<file path="config.mk">
export PLATFORM = sky130hd
export DESIGN_NAME = escaped_message_deframer_with_iv
export DESIGN_NICKNAME = d
export VERILOG_FILES = /design/src/hdl/emdf_pkg.sv /design/src/hdl/emdf_core.sv /design/src/hdl/emdf_out.sv /design/src/hdl/escaped_message_deframer_with_iv.sv
export SDC_FILE = /design/constraint.sdc
export NUM_CORES = 1
export LEC_CHECK = 0
export ABC_AREA = 1
export CAP_MARGIN = 20
export CORE_ASPECT_RATIO = 0.7
export CORE_MARGIN = 3
export CORE_UTILIZATION = 45
export DETAILED_ROUTE_END_ITERATION = 7
export DONT_BUFFER_PORTS = 1
export PLACE_DENSITY = 0.6
export SYNTH_ARGS = -nofsm -noshare
export SYNTH_HDL_FRONTEND = slang
export SYNTH_SLANG_ARGS = --single-unit
export TNS_END_PERCENT = 30
</file>
<file path="constraint.sdc">
create_clock -name i_clk -period 11.4 [get_ports i_clk]
set_clock_uncertainty 0.15 [all_clocks]
set_input_delay 1.14 -clock i_clk [delete_from_list [all_inputs] [get_ports i_clk]]
set_output_delay 1.14 -clock i_clk [all_outputs]
set_load 0.01 [all_outputs]
</file>
<file path="src/hdl/emdf_pkg.sv">
// shared types and constants for the escaped message deframer
// no dependencies; imported by emdf_core, emdf_out and the top level
package emdf_pkg;

    localparam int OVH_W     = 48;
    localparam int IV_VIEW_W = 96;
    localparam int IV_UP_W   = 32;
    localparam int IV_LO_W   = 64;
    localparam int CNT_W     = 2;

    localparam logic [OVH_W-1:0] OVH_MAX = {OVH_W{1'b1}};

    // byte codes that follow a full run of marker zeros
    localparam logic [7:0] BYTE_ZERO = 8'h00;
    localparam logic [7:0] BYTE_END  = 8'h01;
    localparam logic [7:0] BYTE_ESC  = 8'h02;

    typedef enum logic [1:0] {
        KIND_DATA = 2'd0,
        KIND_END  = 2'd1,
        KIND_IV   = 2'd2,
        KIND_ERR  = 2'd3
    } t_kind;

    // results of one stream byte: cnt-1 data zeros, then one result of kind
    typedef struct packed {
        logic [CNT_W-1:0]     cnt;
        t_kind                kind;
        logic [7:0]           payload;
        logic [IV_VIEW_W-1:0] iv;
        logic [OVH_W-1:0]     ovh;
    } t_result_bundle;

endpackage

</file>
<file path="src/hdl/emdf_core.sv">
// input register, deframer state and per-byte decode
// depends on emdf_pkg; feeds emdf_out with at most one result bundle per byte
module emdf_core import emdf_pkg::*; #(
    parameter int IV_BYTES     = 12,
    parameter int MARKER_ZEROS = 2,
    parameter int TAG_BYTES    = 16
) (
    input  logic           i_clk,
    input  logic           i_rst_n,
    input  logic           i_valid,
    output logic           o_stall,
    input  logic [7:0]     i_stream_byte,
    output logic           o_res_load,
    output t_result_bundle o_res,
    input  logic           i_res_ready
);

    localparam int IV_W = 8 * IV_BYTES;
    localparam int IC_W = $clog2(IV_BYTES + 1);
    localparam int PZ_W = $clog2(MARKER_ZEROS + 1);

    localparam logic [IC_W-1:0]  IC_FULL  = IC_W'(IV_BYTES);
    localparam logic [PZ_W-1:0]  PZ_FULL  = PZ_W'(MARKER_ZEROS);
    localparam logic [CNT_W-1:0] CNT_RUN  = CNT_W'(MARKER_ZEROS);
    localparam logic [OVH_W-1:0] OVH_IV   = OVH_W'(IV_BYTES);
    localparam logic [OVH_W-1:0] OVH_ESC  = OVH_W'(1);
    localparam logic [OVH_W-1:0] OVH_END  = OVH_W'(MARKER_ZEROS + 1 + TAG_BYTES);

    logic              r_in_valid;
    logic [7:0]        r_in_byte;
    logic              r_collected, n_collected;
    logic [IC_W-1:0]   r_iv_cnt, n_iv_cnt;
    logic [IV_W-1:0]   r_iv, n_iv;
    logic [PZ_W-1:0]   r_pend, n_pend;
    logic              r_err, n_err;
    logic [OVH_W-1:0]  r_ovh, n_ovh;

    logic [OVH_W-1:0]  ovh_inc;
    logic [OVH_W:0]    ovh_sum;
    logic [CNT_W-1:0]  res_cnt;
    t_kind             res_kind;
    logic [7:0]        res_payload;
    logic [IV_VIEW_W-1:0] iv_view;
    logic              adv;
    logic              accept;

    // decode of the byte in the input register against current state
    always_comb begin
        n_collected = r_collected;
        n_iv_cnt    = r_iv_cnt;
        n_iv        = r_iv;
        n_pend      = r_pend;
        n_err       = r_err;
        ovh_inc     = '0;
        res_cnt     = '0;
        res_kind    = KIND_DATA;
        res_payload = '0;
        if (r_err) begin
            res_cnt  = CNT_W'(1);
            res_kind = KIND_ERR;
        end else if (!r_collected) begin
            // first stream byte lands in the most significant iv byte
            for (int k = 0; k < IV_BYTES; k++) begin
                if (r_iv_cnt == IC_W'(k)) begin
                    n_iv[8*(IV_BYTES-1-k) +: 8] = r_in_byte;
                end
            end
            n_iv_cnt = r_iv_cnt + IC_W'(1);
            if (n_iv_cnt == IC_FULL) begin
                n_collected = 1'b1;
                ovh_inc     = OVH_IV;
                res_cnt     = CNT_W'(1);
                res_kind    = KIND_IV;
            end
        end else if (r_pend == PZ_FULL) begin
            case (r_in_byte)
                BYTE_ESC: begin
                    n_pend  = '0;
                    ovh_inc = OVH_ESC;
                    res_cnt = CNT_RUN;
                end
                BYTE_END: begin
                    n_pend   = '0;
                    ovh_inc  = OVH_END;
                    n_iv     = r_iv + IV_W'(1);
                    res_cnt  = CNT_W'(1);
                    res_kind = KIND_END;
                end
                BYTE_ZERO: begin
                    res_cnt = CNT_W'(1);
                end
                default: begin
                    n_pend   = '0;
                    n_err    = 1'b1;
                    res_cnt  = CNT_W'(1);
                    res_kind = KIND_ERR;
                end
            endcase
        end else if (r_in_byte == BYTE_ZERO) begin
            n_pend = r_pend + PZ_W'(1);
        end else begin
            res_cnt     = CNT_W'(r_pend) + CNT_W'(1);
            res_payload = r_in_byte;
            n_pend      = '0;
        end
    end

    // saturating overhead count
    always_comb begin
        ovh_sum = {1'b0, r_ovh} + {1'b0, ovh_inc};
        n_ovh   = ovh_sum[OVH_W] ? OVH_MAX : ovh_sum[OVH_W-1:0];
    end

    if (IV_W >= IV_VIEW_W) begin : g_iv_trunc
        assign iv_view = n_iv[IV_VIEW_W-1:0];
    end else begin : g_iv_ext
        assign iv_view = {{(IV_VIEW_W-IV_W){1'b0}}, n_iv};
    end

    assign adv     = r_in_valid && ((res_cnt == '0) || i_res_ready);
    assign o_stall = r_in_valid && !adv;
    assign accept  = i_valid && !o_stall;

    assign o_res_load  = adv && (res_cnt != '0);
    assign o_res.cnt     = res_cnt;
    assign o_res.kind    = res_kind;
    assign o_res.payload = res_payload;
    assign o_res.iv      = iv_view;
    assign o_res.ovh     = n_ovh;

    always_ff @(posedge i_clk) begin
        if (!i_rst_n) begin
            r_in_valid  <= 1'b0;
            r_collected <= 1'b0;
            r_iv_cnt    <= '0;
            r_pend      <= '0;
            r_err       <= 1'b0;
            r_ovh       <= '0;
        end else begin
            if (accept) begin
                r_in_valid <= 1'b1;
            end else if (adv) begin
                r_in_valid <= 1'b0;
            end
            if (adv) begin
                r_collected <= n_collected;
                r_iv_cnt    <= n_iv_cnt;
                r_pend      <= n_pend;
                r_err       <= n_err;
                r_ovh       <= n_ovh;
            end
        end
    end

    always_ff @(posedge i_clk) begin
        if (accept) begin
            r_in_byte <= i_stream_byte;
        end
        if (adv) begin
            r_iv <= n_iv;
        end
    end

    a_err_sticky: assert property (@(posedge i_clk) disable iff (!i_rst_n)
        r_err |=> r_err)
        else $error("framing error flag cleared without reset");

    a_pend_range: assert property (@(posedge i_clk) disable iff (!i_rst_n)
        r_pend <= PZ_FULL)
        else $error("pending zero count above marker length");

    a_iv_done: assert property (@(posedge i_clk) disable iff (!i_rst_n)
        r_collected |-> (r_iv_cnt == IC_FULL) && (r_pend == '0 || r_pend <= PZ_FULL))
        else $error("iv marked collected with a partial byte count");

endmodule

</file>
<file path="src/hdl/emdf_out.sv">
// result register: plays out one bundle as a run of result transactions
// depends on emdf_pkg; loaded by emdf_core
module emdf_out import emdf_pkg::*; (
    input  logic                 i_clk,
    input  logic                 i_rst_n,
    input  logic                 i_res_load,
    input  t_result_bundle       i_res,
    output logic                 o_res_ready,
    output logic                 o_valid,
    input  logic                 i_stall,
    output logic [1:0]           o_kind,
    output logic [7:0]           o_payload_byte,
    output logic [IV_UP_W-1:0]   o_iv_upper,
    output logic [IV_LO_W-1:0]   o_iv_lower,
    output logic [OVH_W-1:0]     o_overhead_total,
    output logic                 o_last_of_run
);

    logic                 r_valid;
    logic [CNT_W-1:0]     r_rem;
    t_kind                r_kind;
    logic [7:0]           r_payload;
    logic [IV_VIEW_W-1:0] r_iv;
    logic [OVH_W-1:0]     r_ovh;
    logic                 last;
    logic                 take;
    t_kind                kind_now;

    assign last        = (r_rem == CNT_W'(1));
    assign take        = r_valid && !i_stall;
    assign o_res_ready = !r_valid || (last && !i_stall);

    // leading results of a run are data zeros
    assign kind_now         = last ? r_kind : KIND_DATA;
    assign o_valid          = r_valid;
    assign o_kind           = kind_now;
    assign o_payload_byte   = last ? r_payload : 8'h00;
    assign o_iv_upper       = r_iv[IV_VIEW_W-1 -: IV_UP_W];
    assign o_iv_lower       = r_iv[IV_LO_W-1:0];
    assign o_overhead_total = r_ovh;
    assign o_last_of_run    = last;

    always_ff @(posedge i_clk) begin
        if (!i_rst_n) begin
            r_valid <= 1'b0;
            r_rem   <= '0;
        end else begin
            if (i_res_load) begin
                r_valid <= 1'b1;
                r_rem   <= i_res.cnt;
            end else if (take) begin
                if (last) begin
                    r_valid <= 1'b0;
                    r_rem   <= '0;
                end else begin
                    r_rem <= r_rem - CNT_W'(1);
                end
            end
        end
    end

    always_ff @(posedge i_clk) begin
        if (i_res_load) begin
            r_kind    <= i_res.kind;
            r_payload <= i_res.payload;
            r_iv      <= i_res.iv;
            r_ovh     <= i_res.ovh;
        end
    end

    a_rem_live: assert property (@(posedge i_clk) disable iff (!i_rst_n)
        r_valid |-> (r_rem != '0))
        else $error("result register valid with an empty run");

    a_load_ready: assert property (@(posedge i_clk) disable iff (!i_rst_n)
        i_res_load |-> o_res_ready)
        else $error("bundle loaded over a run still in flight");

    a_drain: assert property (@(posedge i_clk) disable iff (!i_rst_n)
        (take && last && !i_res_load) |=> !r_valid)
        else $error("result register still valid after its last transaction");

endmodule

</file>
<file path="src/hdl/escaped_message_deframer_with_iv.sv">
// top level of the escaped message deframer with iv capture
// depends on emdf_pkg, emdf_core and emdf_out
//
// One stream byte is taken per transaction and the block sustains one byte per
// clock while the result side keeps up. A byte passes an input register, is
// decoded combinationally against the deframer state and lands as a bundle in
// the result register, which plays it out as one result transaction per clock
// unless the receiver stalls. Bytes that give no result (iv bytes before the
// last, pending zeros) leave the input register without touching the result
// side. A byte that gives several results (pending zeros ahead of a data byte,
// or an escaped zero run) holds the result register until all are taken, and a
// following byte that has results waits in the input register meanwhile, which
// stalls the input side. A framing error is sticky until reset.
module escaped_message_deframer_with_iv import emdf_pkg::*; #(
    parameter int IV_BYTES     = 12,
    parameter int MARKER_ZEROS = 2,
    parameter int TAG_BYTES    = 16
) (
    input  logic               i_clk,
    input  logic               i_rst_n,
    input  logic               i_valid,
    output logic               o_stall,
    input  logic [7:0]         i_stream_byte,
    output logic               o_valid,
    input  logic               i_stall,
    output logic [1:0]         o_kind,
    output logic [7:0]         o_payload_byte,
    output logic [IV_UP_W-1:0] o_iv_upper,
    output logic [IV_LO_W-1:0] o_iv_lower,
    output logic [OVH_W-1:0]   o_overhead_total,
    output logic               o_last_of_run
);

    t_result_bundle res;
    logic           res_load;
    logic           res_ready;

    emdf_core #(
        .IV_BYTES     (IV_BYTES),
        .MARKER_ZEROS (MARKER_ZEROS),
        .TAG_BYTES    (TAG_BYTES)
    ) u_core (
        .i_clk         (i_clk),
        .i_rst_n       (i_rst_n),
        .i_valid       (i_valid),
        .o_stall       (o_stall),
        .i_stream_byte (i_stream_byte),
        .o_res_load    (res_load),
        .o_res         (res),
        .i_res_ready   (res_ready)
    );

    emdf_out u_out (
        .i_clk            (i_clk),
        .i_rst_n          (i_rst_n),
        .i_res_load       (res_load),
        .i_res            (res),
        .o_res_ready      (res_ready),
        .o_valid          (o_valid),
        .i_stall          (i_stall),
        .o_kind           (o_kind),
        .o_payload_byte   (o_payload_byte),
        .o_iv_upper       (o_iv_upper),
        .o_iv_lower       (o_iv_lower),
        .o_overhead_total (o_overhead_total),
        .o_last_of_run    (o_last_of_run)
    );

endmodule

</file>
==> impl_metrics.toml <==
[run_status]
status = "finished, final reports clean"

[layout]
final_common_cell = "nand2_1"
fin_area_sq_mm = 0.0214
syn2layout_area_growth_pct = 7.50
instances_no_fill = 3262
final_cell_mix = "708 x nand2_1, 410 x nor2_1, 266 x inv_1"
layout-drive-gt1-share_pct = 6.54
fill_cells = 4286
nNetsFinal = 2673

[floorplan]
dieArea_sq_mm = 0.0468
start_util_pct = 46.3
die_h_microns = 182
core-area_sq_mm = 0.0430
io-pin-count = 169
row_count = 63
die_w_microns = 257

[placement]
dp_cells = 3199
gp_congestion = 0.995
portBuffers = 0
place_area_sq_mm = 0.0202
hpwl_mm = 55.5

[yosys]
dominantRegCellSynth = "edfxtp_1"
yosys_warnings = 0
synth-simple-area-share_pct = 34.0
avgSynthCellArea_sq_um = 7.34
async_reset_ff_share_pct = 0
synthAdderAreaFrac_pct = 0.566
yosysSeqAreaShare_pct = 45.0
synth_cell_types = 47
synth_edf_count = 258
synth_top_family_by_area = "simple AND/OR/NAND/NOR gates"
mappedNetlistArea_sq_mm = 0.0199
syn_nets = 2731
synthXorXnorAreaFrac_pct = 0.616
synth-seq-cells = 318
synth_compound_area_share_pct = 12.0
synth_cells = 2710
synth_mux_area_share_pct = 0

[critical_path]
start_kind = "flop"
cp-end-kind = "flop"
required_ns = 11.42
worstSetupPathType = "reg -> reg"
arrival_ns = 5.17
cp_max_fo = 89

[clocking]
clk_latency_ns = 0.55
cts_inserted_buffers = 34
cts_tree = "yes"
cts.sinks = 318
cts.path.max_buffers = 3
cts_hold_buf = 0
root_buffer = "clkbuf_16"
cts_resized = 0
cts_setup_buffers = 0
clkTransAtPathRegs_ns = 0.06
htree_levels = 2

[sta]
final.setup.tns_ns = 0
final.period_utilization_pct = 45.2
max_freq_mhz = 194
setup_violations = 0
hold_viol_final = 0
grt_setup_unrepaired = "false"
fin_crit_ns = 5.16
worst_slew_pin_slew_ns = 1.27
relSlewSlack_pct = 14.6
slew_viol_final = 0

[power_and_ir_drop]
switching_share_pct = 25.5
p_leak_nw = 8.29
p_clk_share_pct = 42.7
p_sw_w = 0.000684
power_frac_comb_pct = 7.3
cellInternalPower_w = 0.00200
p_per_area_mw_per_mm2 = 125
max-vdd-ir-drop_uv = 101
power_frac_seq_pct = 50.0

[route]
routedWlPerCell_microns = 23.3
firstDrtPassIters = 6
wl_mm = 76.0
vias = 19386
drcViolationCount = 0
detail-route-antenna-nets = 0
drtIter0Drc = 2970
vias_per_cell = 5.94

[global_route]
grtUsageTotal_pct = 32.0
gr-total-overflow = 0
grt_start_max_net_pins = 90
grt_pass1_wl_mm = 113
antenna_found_initial = 9
grt_pass1_vias = 17288

[run]
cap_violations = 0

[worst_hold_path]
hp-class = "reg -> reg"
## logic make-up (layout without fill, tap and decap cells)
family,Yosys count,in the layout
adders and majority gates,9,9
and+or+nand+nor,1525,1525
xor gates and xnor gates,14,14
AOI/OAI and AO/OA,451,451
other,0,1
buffers and inverters,393,359
DFF,318,318
## per-stage QoR
stage	hold WS, ns	utilization [%]	setup WS (ns)	power [W]
after global placement	0.322	47.1	6.60	0.00155
after detailed placement	0.320	47.1	6.24	0.00155
final	0.340	49.8	6.24	0.00268
after CTS	0.330	49.7	6.26	0.00269
after global routing	0.357	49.8	5.90	0.00277
after floorplan	0.293	-	6.12	0.00148
## layout make-up
class	instances	area (sq um)	share of cell area, %
multi-input combinational	1999	9380	43.9
clock inverter	24	260	1.22
timing repair buffer	15	123	0.573
clock buffer	36	858	4.01
inverter	284	1070	5.02
sequential	318	8950	41.9
tap	585	732	3.42
antenna	1	2.50	0.0117
## state kept, by name, indices dropped and copies added, names as in the netlist, 2 cells and up
signal and count:
u_core.r_iv 96, u_out.r_iv 96, u_core.r_ovh 48, u_out.o_overhead_total 48, u_core.r_in_byte 8, u_out.r_payload 8
u_core.r_iv_cnt 4, u_core.r_pend 2, u_out.r_kind 2, u_out.r_rem 2
## per-layer routing
| layer | wire length [microns] | GRT usage (%) | share of wire, % |
|---|---|---|---|
| met2 | 27200 | 39.2 | 36 |
| met1 | 36600 | 52.2 | 48 |
| met4 | 1560 | 6.74 | 2.1 |
| met5 | 96 | 0 | 0.13 |
| met3 | 10500 | 10.8 | 14 |
## power by group through the flow
stage	Clock, W	Sequential, W	Combinational, W
floorplan	0	0.00134	0.000142
global placement	0	0.00136	0.000186
detailed placement	0	0.00136	0.000189
CTS	0.00117	0.00134	0.000190
global route	0.00121	0.00134	0.000219
finish	0.00114	0.00134	0.000196
## cell usage after synthesis (all sizes together) (2+ instances only)
library cell / count / area (sq um)
nand2: 724 / 2770
nor2: 433 / 1760
inv: 281 / 1050
edfxtp: 258 / 7750
o21ai: 214 / 1070
nand3: 206 / 1250
a21oi: 171 / 856
clkbuf: 73 / 275
nor3: 67 / 357
dfxtp: 60 / 1200
nand4: 48 / 307
buf: 36 / 221
a31oi: 32 / 200
nor4: 18 / 113
nand3b: 17 / 128
a22oi: 16 / 120
xor2: 14 / 123
ha: 9 / 113
or2: 8 / 50.0
o21bai: 7 / 52.6
o211ai: 4 / 30.0
a31o: 3 / 26.3
clkinv: 3 / 11.3
and2: 2 / 12.5
## worst paths after layout
kind / cells after the start / start / end / slack (ns)
worst max-delay path: 12 / u_core.r_in_byte[2] / u_out.r_iv[49] / 6.24
worst min-delay path: 2 / u_core.r_pend[1] / u_core.r_pend[1] / 0.34
worst min register to register: 2 / u_core.r_pend[1] / u_core.r_pend[1] / 0.34
worst max register to register: 12 / u_core.r_in_byte[2] / u_out.r_iv[49] / 6.24
## critical path: stages (launching register included)
cell	delay [ns]
edfxtp_1	0.43
inv_1	0.67
nand2_1	0.22
nor2_2	0.21
nand3_2	0.17
nand3_2	0.27
o21ai_1	0.13
nor2_2	0.20
nor2_4	0.07
nor2_8	0.44
nand2_1	0.28
inv_6	0.66
buf_4	0.78
Note: power is estimated with default switching activity, not from simulation.
